==> config.mk <==
export PLATFORM = sky130hd
export DESIGN_NAME = rgb_to_hsv_converter
export DESIGN_NICKNAME = d
export VERILOG_FILES = /design/src/hw/rtl/rhc_pkg.sv /design/src/hw/rtl/rhc_div.sv /design/src/hw/rtl/rgb_to_hsv_converter.sv
export SDC_FILE = /design/constraint.sdc
export NUM_CORES = 1
export LEC_CHECK = 0
export BUFFER_PORTS_ARGS = -buffer_cell sky130_fd_sc_hd__buf_2
export CORE_MARGIN = 1.5
export CORE_UTILIZATION = 45
export CTS_CLUSTER_SIZE = 24
export DETAILED_ROUTE_END_ITERATION = 7
export GPL_ROUTABILITY_DRIVEN = 1
export PLACE_DENSITY = 0.71
export SLEW_MARGIN = 5
export SYNTH_ARGS = -nofsm -noshare
export SYNTH_HDL_FRONTEND = slang
export SYNTH_HIERARCHICAL = 1
export SYNTH_SLANG_ARGS = --single-unit
==> constraint.sdc <==
create_clock -name clk_i -period 15.19 [get_ports clk_i]
set_input_delay 1.519 -clock clk_i [delete_from_list [all_inputs] [get_ports clk_i]]
set_output_delay 1.519 -clock clk_i [all_outputs]
set_load 0.05 [all_outputs]
==> src/hw/rtl/rhc_pkg.sv <==
// Shared widths, stage counts and types of the RGB to HSV converter.
package rhc_pkg;

  localparam int ChanW        = 8;
  localparam int PosW         = 11;
  localparam int NumW         = 19;
  localparam int DenW         = 11;
  localparam int QuoW         = 8;
  localparam int BitsPerStage = 2;
  localparam int DivStages    = QuoW / BitsPerStage;
  localparam int FrontStages  = 3;
  localparam int NumStages    = FrontStages + DivStages;

  typedef logic [ChanW-1:0] chan_t;

  typedef enum logic [1:0] {
    MaxRed,
    MaxGreen,
    MaxBlue
  } max_sel_e;

endpackage

==> src/hw/rtl/rhc_div.sv <==
// Pipelined restoring divider that retires two quotient bits per stage.
module rhc_div (
  input  logic                           clk_i,
  input  logic [rhc_pkg::DivStages-1:0]  en_i,
  input  logic [rhc_pkg::NumW-1:0]       num_i,
  input  logic [rhc_pkg::DenW-1:0]       den_i,
  output logic [rhc_pkg::QuoW-1:0]       quo_o
);
  import rhc_pkg::*;

  logic [NumW-1:0] rem_q [DivStages-1];
  logic [DenW-1:0] den_q [DivStages-1];
  logic [QuoW-1:0] quo_q [DivStages];

  for (genvar k = 0; k < DivStages; k++) begin : g_stage
    logic [NumW-1:0] rem_in;
    logic [DenW-1:0] den_in;
    logic [QuoW-1:0] quo_in;
    logic [NumW-1:0] rem_d;
    logic [QuoW-1:0] quo_d;

    if (k == 0) begin : g_first
      assign rem_in = num_i;
      assign den_in = den_i;
      assign quo_in = '0;
    end else begin : g_rest
      assign rem_in = rem_q[k-1];
      assign den_in = den_q[k-1];
      assign quo_in = quo_q[k-1];
    end

    always_comb begin
      logic [NumW-1:0] trial;
      rem_d = rem_in;
      quo_d = quo_in;
      for (int j = 0; j < BitsPerStage; j++) begin
        trial = NumW'(den_in) << (QuoW - 1 - k * BitsPerStage - j);
        if (rem_d >= trial) begin
          rem_d = rem_d - trial;
          quo_d = {quo_d[QuoW-2:0], 1'b1};
        end else begin
          quo_d = {quo_d[QuoW-2:0], 1'b0};
        end
      end
    end

    always_ff @(posedge clk_i) begin
      if (en_i[k]) begin
        quo_q[k] <= quo_d;
      end
    end

    if (k < DivStages - 1) begin : g_carry
      always_ff @(posedge clk_i) begin
        if (en_i[k]) begin
          rem_q[k] <= rem_d;
          den_q[k] <= den_in;
        end
      end
    end
  end

  assign quo_o = quo_q[DivStages-1];

endmodule

==> src/hw/rtl/rgb_to_hsv_converter.sv <==
// Converts 8-bit RGBA pixels to 8-bit HSV with alpha passed through. The block
// takes one pixel per clock cycle when the output is not stalled. Three front
// stages find the maximum, the minimum and the hue position and form the
// dividends and divisors; four divider stages then retire two quotient bits
// each for saturation and hue. A stall at the output holds only the stages that
// are full, so bubbles close up and every stage holds a pixel before the input
// stalls.
module rgb_to_hsv_converter (
  input  logic                 clk_i,
  input  logic                 rst_ni,
  input  logic                 valid_i,
  output logic                 stall_o,
  input  rhc_pkg::chan_t       red_i,
  input  rhc_pkg::chan_t       green_i,
  input  rhc_pkg::chan_t       blue_i,
  input  rhc_pkg::chan_t       alpha_i,
  output logic                 valid_o,
  input  logic                 stall_i,
  output rhc_pkg::chan_t       hue_o,
  output rhc_pkg::chan_t       saturation_o,
  output rhc_pkg::chan_t       brightness_o,
  output rhc_pkg::chan_t       alpha_out_o
);
  import rhc_pkg::*;

  logic [NumStages-1:0] valid_q;
  logic [NumStages-1:0] valid_d;
  logic [NumStages-1:0] en;

  chan_t    mx_q    [NumStages];
  chan_t    alpha_q [NumStages];
  chan_t    mx_d;

  chan_t    r_q, g_q, b_q, mn_q, mn_d;
  max_sel_e sel_q, sel_d;

  chan_t           delta_q, delta_d;
  logic [PosW-1:0] pos_q, pos_d;

  logic [NumW-1:0] num_s_q, num_s_d, num_h_q, num_h_d;
  logic [DenW-1:0] den_s_q, den_s_d, den_h_q, den_h_d;

  assign en[NumStages-1] = !valid_q[NumStages-1] || !stall_i;
  for (genvar k = 0; k < NumStages - 1; k++) begin : g_en
    assign en[k] = !valid_q[k] || en[k+1];
  end

  assign valid_d = {valid_q[NumStages-2:0], valid_i};

  always_ff @(posedge clk_i or negedge rst_ni) begin
    if (!rst_ni) begin
      valid_q <= '0;
    end else begin
      valid_q <= (en & valid_d) | (~en & valid_q);
    end
  end

  assign stall_o = !en[0];

  always_comb begin
    if (red_i >= green_i && red_i >= blue_i) begin
      sel_d = MaxRed;
      mx_d  = red_i;
    end else if (green_i >= blue_i) begin
      sel_d = MaxGreen;
      mx_d  = green_i;
    end else begin
      sel_d = MaxBlue;
      mx_d  = blue_i;
    end
    if (red_i <= green_i && red_i <= blue_i) begin
      mn_d = red_i;
    end else if (green_i <= blue_i) begin
      mn_d = green_i;
    end else begin
      mn_d = blue_i;
    end
  end

  for (genvar k = 0; k < NumStages; k++) begin : g_side
    if (k == 0) begin : g_first
      always_ff @(posedge clk_i) begin
        if (en[k]) begin
          mx_q[k]    <= mx_d;
          alpha_q[k] <= alpha_i;
        end
      end
    end else begin : g_rest
      always_ff @(posedge clk_i) begin
        if (en[k]) begin
          mx_q[k]    <= mx_q[k-1];
          alpha_q[k] <= alpha_q[k-1];
        end
      end
    end
  end

  always_ff @(posedge clk_i) begin
    if (en[0]) begin
      r_q   <= red_i;
      g_q   <= green_i;
      b_q   <= blue_i;
      mn_q  <= mn_d;
      sel_q <= sel_d;
    end
  end

  // The hue position is k*delta + d; modular arithmetic keeps it exact.
  always_comb begin
    delta_d = mx_q[0] - mn_q;
    case (sel_q)
      MaxRed: begin
        if (g_q >= b_q) begin
          pos_d = PosW'(g_q) - PosW'(b_q);
        end else begin
          pos_d = (PosW'(delta_d) << 2) + (PosW'(delta_d) << 1)
                  + PosW'(g_q) - PosW'(b_q);
        end
      end
      MaxGreen: pos_d = (PosW'(delta_d) << 1) + PosW'(b_q) - PosW'(r_q);
      MaxBlue:  pos_d = (PosW'(delta_d) << 2) + PosW'(r_q) - PosW'(g_q);
      default:  pos_d = '0;
    endcase
  end

  always_ff @(posedge clk_i) begin
    if (en[1]) begin
      delta_q <= delta_d;
      pos_q   <= pos_d;
    end
  end

  // A zero divisor only comes with a zero dividend, so it is replaced by one.
  always_comb begin
    num_s_d = (NumW'(delta_q) << ChanW) - NumW'(delta_q);
    num_h_d = (NumW'(pos_q) << ChanW) - NumW'(pos_q);
    den_s_d = (mx_q[1] == '0) ? DenW'(1) : DenW'(mx_q[1]);
    den_h_d = (delta_q == '0) ? DenW'(1)
                              : (DenW'(delta_q) << 2) + (DenW'(delta_q) << 1);
  end

  always_ff @(posedge clk_i) begin
    if (en[2]) begin
      num_s_q <= num_s_d;
      num_h_q <= num_h_d;
      den_s_q <= den_s_d;
      den_h_q <= den_h_d;
    end
  end

  rhc_div u_div_sat (
    .clk_i (clk_i),
    .en_i  (en[NumStages-1:FrontStages]),
    .num_i (num_s_q),
    .den_i (den_s_q),
    .quo_o (saturation_o)
  );

  rhc_div u_div_hue (
    .clk_i (clk_i),
    .en_i  (en[NumStages-1:FrontStages]),
    .num_i (num_h_q),
    .den_i (den_h_q),
    .quo_o (hue_o)
  );

  assign valid_o      = valid_q[NumStages-1];
  assign brightness_o = mx_q[NumStages-1];
  assign alpha_out_o  = alpha_q[NumStages-1];

endmodule

# Word level (Yosys, flattened, before mapping)

Memories as Yosys holds them, arrays and structs flattened.
Index checks and enable logic that the tools add are counted.

Register bits: 120
Memory bits (writable): 356
Input bits: 36
Output and inout port bits: 34
Logic and storage cells: 148
Memories: 8

Memories:

| memory          | words | width | rd ports | clocked after Yosys merged registers in | wr ports | RTL line                   | source |
|---|---|---|---|---|---|---|---|
| u_div_hue.rem_q | 3     | 19    | 3        | 0                                       | 3        | rhc_div.sv:11              | `logic [NumW-1:0] rem_q [DivStages-1];` |
| u_div_sat.rem_q | 3     | 19    | 3        | 0                                       | 3        | rhc_div.sv:11              |  |
| alpha_q         | 7     | 8     | 7        | 0                                       | 7        | rgb_to_hsv_converter.sv:31 | `chan_t alpha_q [NumStages];` |
| mx_q            | 7     | 8     | 7        | 0                                       | 7        | rgb_to_hsv_converter.sv:30 | `chan_t mx_q [NumStages];` |
| u_div_hue.den_q | 3     | 11    | 3        | 0                                       | 3        | rhc_div.sv:12              | `logic [DenW-1:0] den_q [DivStages-1];` |
| u_div_sat.den_q | 3     | 11    | 3        | 0                                       | 3        | rhc_div.sv:12              |  |
| +2 memories     | -     | -     | -        | -                                       | -        | -                          |  |

Add/subtract/negate cells: 26
Order comparisons: 23
Equality and inequality tests: 2
Mux-type cells: 51
Bitwise gates (word level): 4
Reduce and logical (&&, ||, !) cells: 21

Operators with widths:

| cell             | number |
|---|---|
| $mux W19         | 14 |
| $ge A19 B11 Y1   | 2 |
| $ge A19 B12 Y1   | 2 |
| $ge A19 B13 Y1   | 2 |
| $ge A19 B14 Y1   | 2 |
| $ge A19 B15 Y1   | 2 |
| $ge A19 B16 Y1   | 2 |
| $ge A19 B17 Y1   | 2 |
| $ge A19 B18 Y1   | 2 |
| $sub A19 B12 Y19 | 2 |
| $sub A19 B13 Y19 | 2 |
| $sub A19 B14 Y19 | 2 |
| $sub A19 B15 Y19 | 2 |
| $sub A19 B16 Y19 | 2 |
| $sub A19 B17 Y19 | 2 |
| $sub A19 B18 Y19 | 2 |
| $pmux W11 S3     | 1 |
| $ge A8 B8 Y1     | 4 |
| $mux W8          | 4 |
| $mux W1          | 30 |
| $le A8 B8 Y1     | 3 |
| $add A10 B9 Y11  | 2 |
| $sub A11 B8 Y11  | 2 |
| $sub A19 B11 Y19 | 1 |
| other kinds (19) | 36 |

# Depth between registers and ports, before layout

Word-level depth: 11
Gate-level depth with buffers: 26

# Hierarchy

The synthesis kept the hierarchy.

Modules (own cells, without submodules):

| module               | instances | cells an instance | area each (um2) |
|---|---|---|---|
| rgb_to_hsv_converter | 1         | 910               | 11902.7 |
| rhc_div at u_div_sat | 1         | 857               | 8768.4 |
| rhc_div at u_div_hue | 1         | 856               | 8572.0 |

# Worst setup path before layout

Ideal clock, no wire load.

Path kind: input to output
Start: in stall_i
End: out stall_o
Arrival: 6.531 ns
Path slack: 7.140 ns
Stages: 4
Buffers on the path: 0
Path through: nand3_1 nor2_1 nand3_1 inv_1

Cells in the longest elaborated chain, start to end: 9

Ends and longest elaborated chain:

| element                         | RTL line                   | source |
|---|---|---|
| start: declaration              | rgb_to_hsv_converter.sv:18 | `input logic stall_i,` |
| $logic_not A1 Y1                | rgb_to_hsv_converter.sv:43 | `assign en[NumStages-1] = !valid_q[NumStages-1] \|\| !stall_i;` |
| $logic_or A1 B1 Y1              | rgb_to_hsv_converter.sv:43 |  |
| $logic_or A1 B1 Y1 (6 in a row) | rgb_to_hsv_converter.sv:45 | `assign en[k] = !valid_q[k] \|\| en[k+1];` |
| $logic_not A1 Y1                | rgb_to_hsv_converter.sv:58 | `assign stall_o = !en[0];` |
| end: declaration                | rgb_to_hsv_converter.sv:12 | `output logic stall_o,` |

No other way between the ends.

==> reports/qor.yml <==
grtUsageTotal_pct: 18.5
maxCapViolCount: 0
cts_setup_buffers: 0
critical_path.cell_chain: "inv_1 -> ha_1 -> inv_1 -> fa_1 -> a21o_1 -> a311o_1 -> a31oi_1 -> o21ai_4 -> o21ai_0 -> inv_1 -> ha_1 -> nor2b_1 -> o21ai_0 -> a21boi_0 -> or4_1 -> a311o_1 -> a31oi_1 -> and4_1 -> mux2_2"
met2_usage_pct: 32.4
vias: 19900
drt-initial-drc-count: 1260
diodes: 0
cts.sinks: 447
cts-buffers-inserted: 50
synth_ff_type: "edfxtp_1"
pin_count: 70
crit_start: "u_div_sat/rem_q[0][5]"
wirelength_mm: 62.5
worstMarginPinSlew_ns: 1.08
finalNetCount: 3075
arrival_ns: 6.55
slew_headroom_pct: 27.5
wl_per_cell_um: 17.3
dr.pass1.iters: 6
path_depth: 19
ctsHoldBuffers: 0
grt_max_degree: 74
met3_usage_pct: 2.15
cts_buffer_depth: 3
most-common-layout-cells: "edfxtp_1 (440), inv_1 (286), ha_1 (270)"
grt_pass1_wl_mm: 101
post_cts_resized: 0
postSynthRegisterBits: 447
synthArstFlopShare_pct: 1.57
gp_congestion: 0.928
critPathMaxFanout: 18
ys_seq_area_share_pct: 45.8
n_fill_cell: 5577
coreArea_um2: 64300
die_y_um: 258
cts_tree: "done"
status: "completed"
syn_avg_cell_area_um2: 11.1
synthCells: 2623
drt_drc_violations_left: 0
synth_warnings: 6
cp_top_family: "compound AO/OA/AOI/OAI gates"
cp-start-kind: "flip-flop"
htreeDepth: 2
drive_gt1_share_pct: 10.2
max_freq_mhz: 161
cp-end-kind: "flip-flop"
worst_ep_required_time_ns: 15.54
clkSlewWorstSetupHoldPaths_ns: 0.06
critPathMostFrequentCell: "inv_1"
fin_skew_ns: 0.0268
rsz0062_at_grt: "false"
clk_latency_ns: 0.60
dp_hpwl_mm: 48.8
antenna_found_initial: 0
r2r-start: "u_div_sat/rem_q[0][5]"
fin_crit_sh_pct: 40.8
setup_viol: 0
syn_to_final_growth_pct: 10.1
slew_violations: 0
grt-busiest-layer: "met2"
rows: 93
reg2reg_slack_ns: 8.99
die-area_um2: 66500
netlist_area_um2: 29200
hold_depth: 0
synth_cell_types: 99
max_stage_delay_ns: 0.68
slowest_stage: "and4_1"
cts_root_buffer: "clkbuf_16"
grt_pass1_vias: 19900
final.setup.tns_ns: 0
critPathBufInv: 3
hp-class: "reg -> reg"
layout_min_cycle_time_ns: 6.20
min-delay-start: "alpha_q[4][4]"
vias_per_cell: 5.51
initial_core_util_pct: 45.4
met1_usage_pct: 23.4
overflow: 0
crit_type: "reg -> reg"
final_common_cell: "edfxtp_1"
io_buffers: 69
die_w_um: 258
finalHoldViolCount: 0
r2r_cells: 19
ant_nets: 0
synth_edf_count: 440
-- state kept, by name, indices dropped and copies added (netlist names), 17 cells and up, named ones only --
| name | cells |
|---|---|
| u_div_sat/den_q | 33 |
| alpha_q | 56 |
| u_div_hue/quo_q | 20 |
| u_div_hue/den_q | 33 |
| u_div_hue/rem_q | 57 |
| u_div_sat/quo_q | 20 |
| mx_q | 56 |
| u_div_sat/rem_q | 57 |
| num_h_q | 19 |
| num_s_q | 17 |
-- worst paths after layout --
path | endpoint
min in group asynchronous | async pin
min | alpha_q[5][4]
max | u_div_sat/rem_q[0][27]
max in group asynchronous | async pin
min reg2reg | alpha_q[5][4]
max reg2reg | u_div_sat/rem_q[0][27]
-- worst reg2reg max path: cells and delay by family, from the launching register on --
family	cells	cell delay [ns]
and+or+nand+nor	3	1.29
muxes	1	0.41
adders and majority gates	3	0.86
buffers and inverters	3	0.22
AOI/OAI and AO/OA	9	2.84
DFF	1	0.38
-- metal layers --
metal	vias to the layer above	share of wire, %
met5	-	0
met4	0	3.3
met2	441	48
met1	9511	45
li1	9869	-
met3	126	3.3
-- cell type report --
type / count / area (µm²) / share of cell area, %
clock buffers: 63 / 1330 / 4.14
clock inverters: 31 / 287 / 0.890
well taps: 855 / 1070 / 3.32
repair buffers: 79 / 420 / 1.31
multi-input cells: 1855 / 14600 / 45.4
flip-flops and latches: 447 / 13400 / 41.6
inverters: 289 / 1090 / 3.39
-- cells in the mapped netlist (all sizes together) (22+ instances only) --
library cell | number | area [µm²]
a211oi | 22 | 170
a21o | 75 | 563
a21oi | 168 | 845
and3 | 25 | 156
clkbuf | 24 | 90.1
edfxtp | 440 | 13200
fa | 47 | 941
ha | 270 | 3380
inv | 289 | 1090
mux2 | 95 | 1160
mux2i | 24 | 240
nand2 | 136 | 510
nand2b | 42 | 263
nand3 | 53 | 265
nand4 | 32 | 200
nor2 | 145 | 544
nor2b | 38 | 238
nor3 | 45 | 225
o21a | 39 | 293
o21ai | 130 | 669
o31ai | 23 | 178
xnor2 | 117 | 1040
xor2 | 54 | 473
-- kinds of logic (layout without fill, tap and decap cells) --
family | Yosys count | in the layout | synth area share, %
xor+xnor | 171 | 171 | 5.19
fa+ha+maj | 317 | 317 | 14.8
other cells | 1 | 7 | 0.0128
mux | 119 | 119 | 4.77
flops | 447 | 447 | 45.8
simple gates | 622 | 622 | 11.0
compound gates | 619 | 619 | 14.1
buf+inv | 327 | 462 | 4.44
-- stage by stage --
stage	std cells	worst slack (ns)	hold WS [ns]	instance area, µm²	util, %
6_report	3619	8.99	0.398	32200	50.0
5_1_grt	3619	8.51	0.412	32200	50.0
4_1_cts	3619	9.00	0.397	32200	50.0
3_5_place_dp	3525	9.02	0.405	30600	47.5
3_3_place_gp	3525	9.22	0.405	30600	47.5
2_1_floorplan	2629	7.14	0.400	29300	-
Power is left out: the tool's default activity adds up to more than one toggle a clock period on the data nets, which glitch-free logic cannot reach.
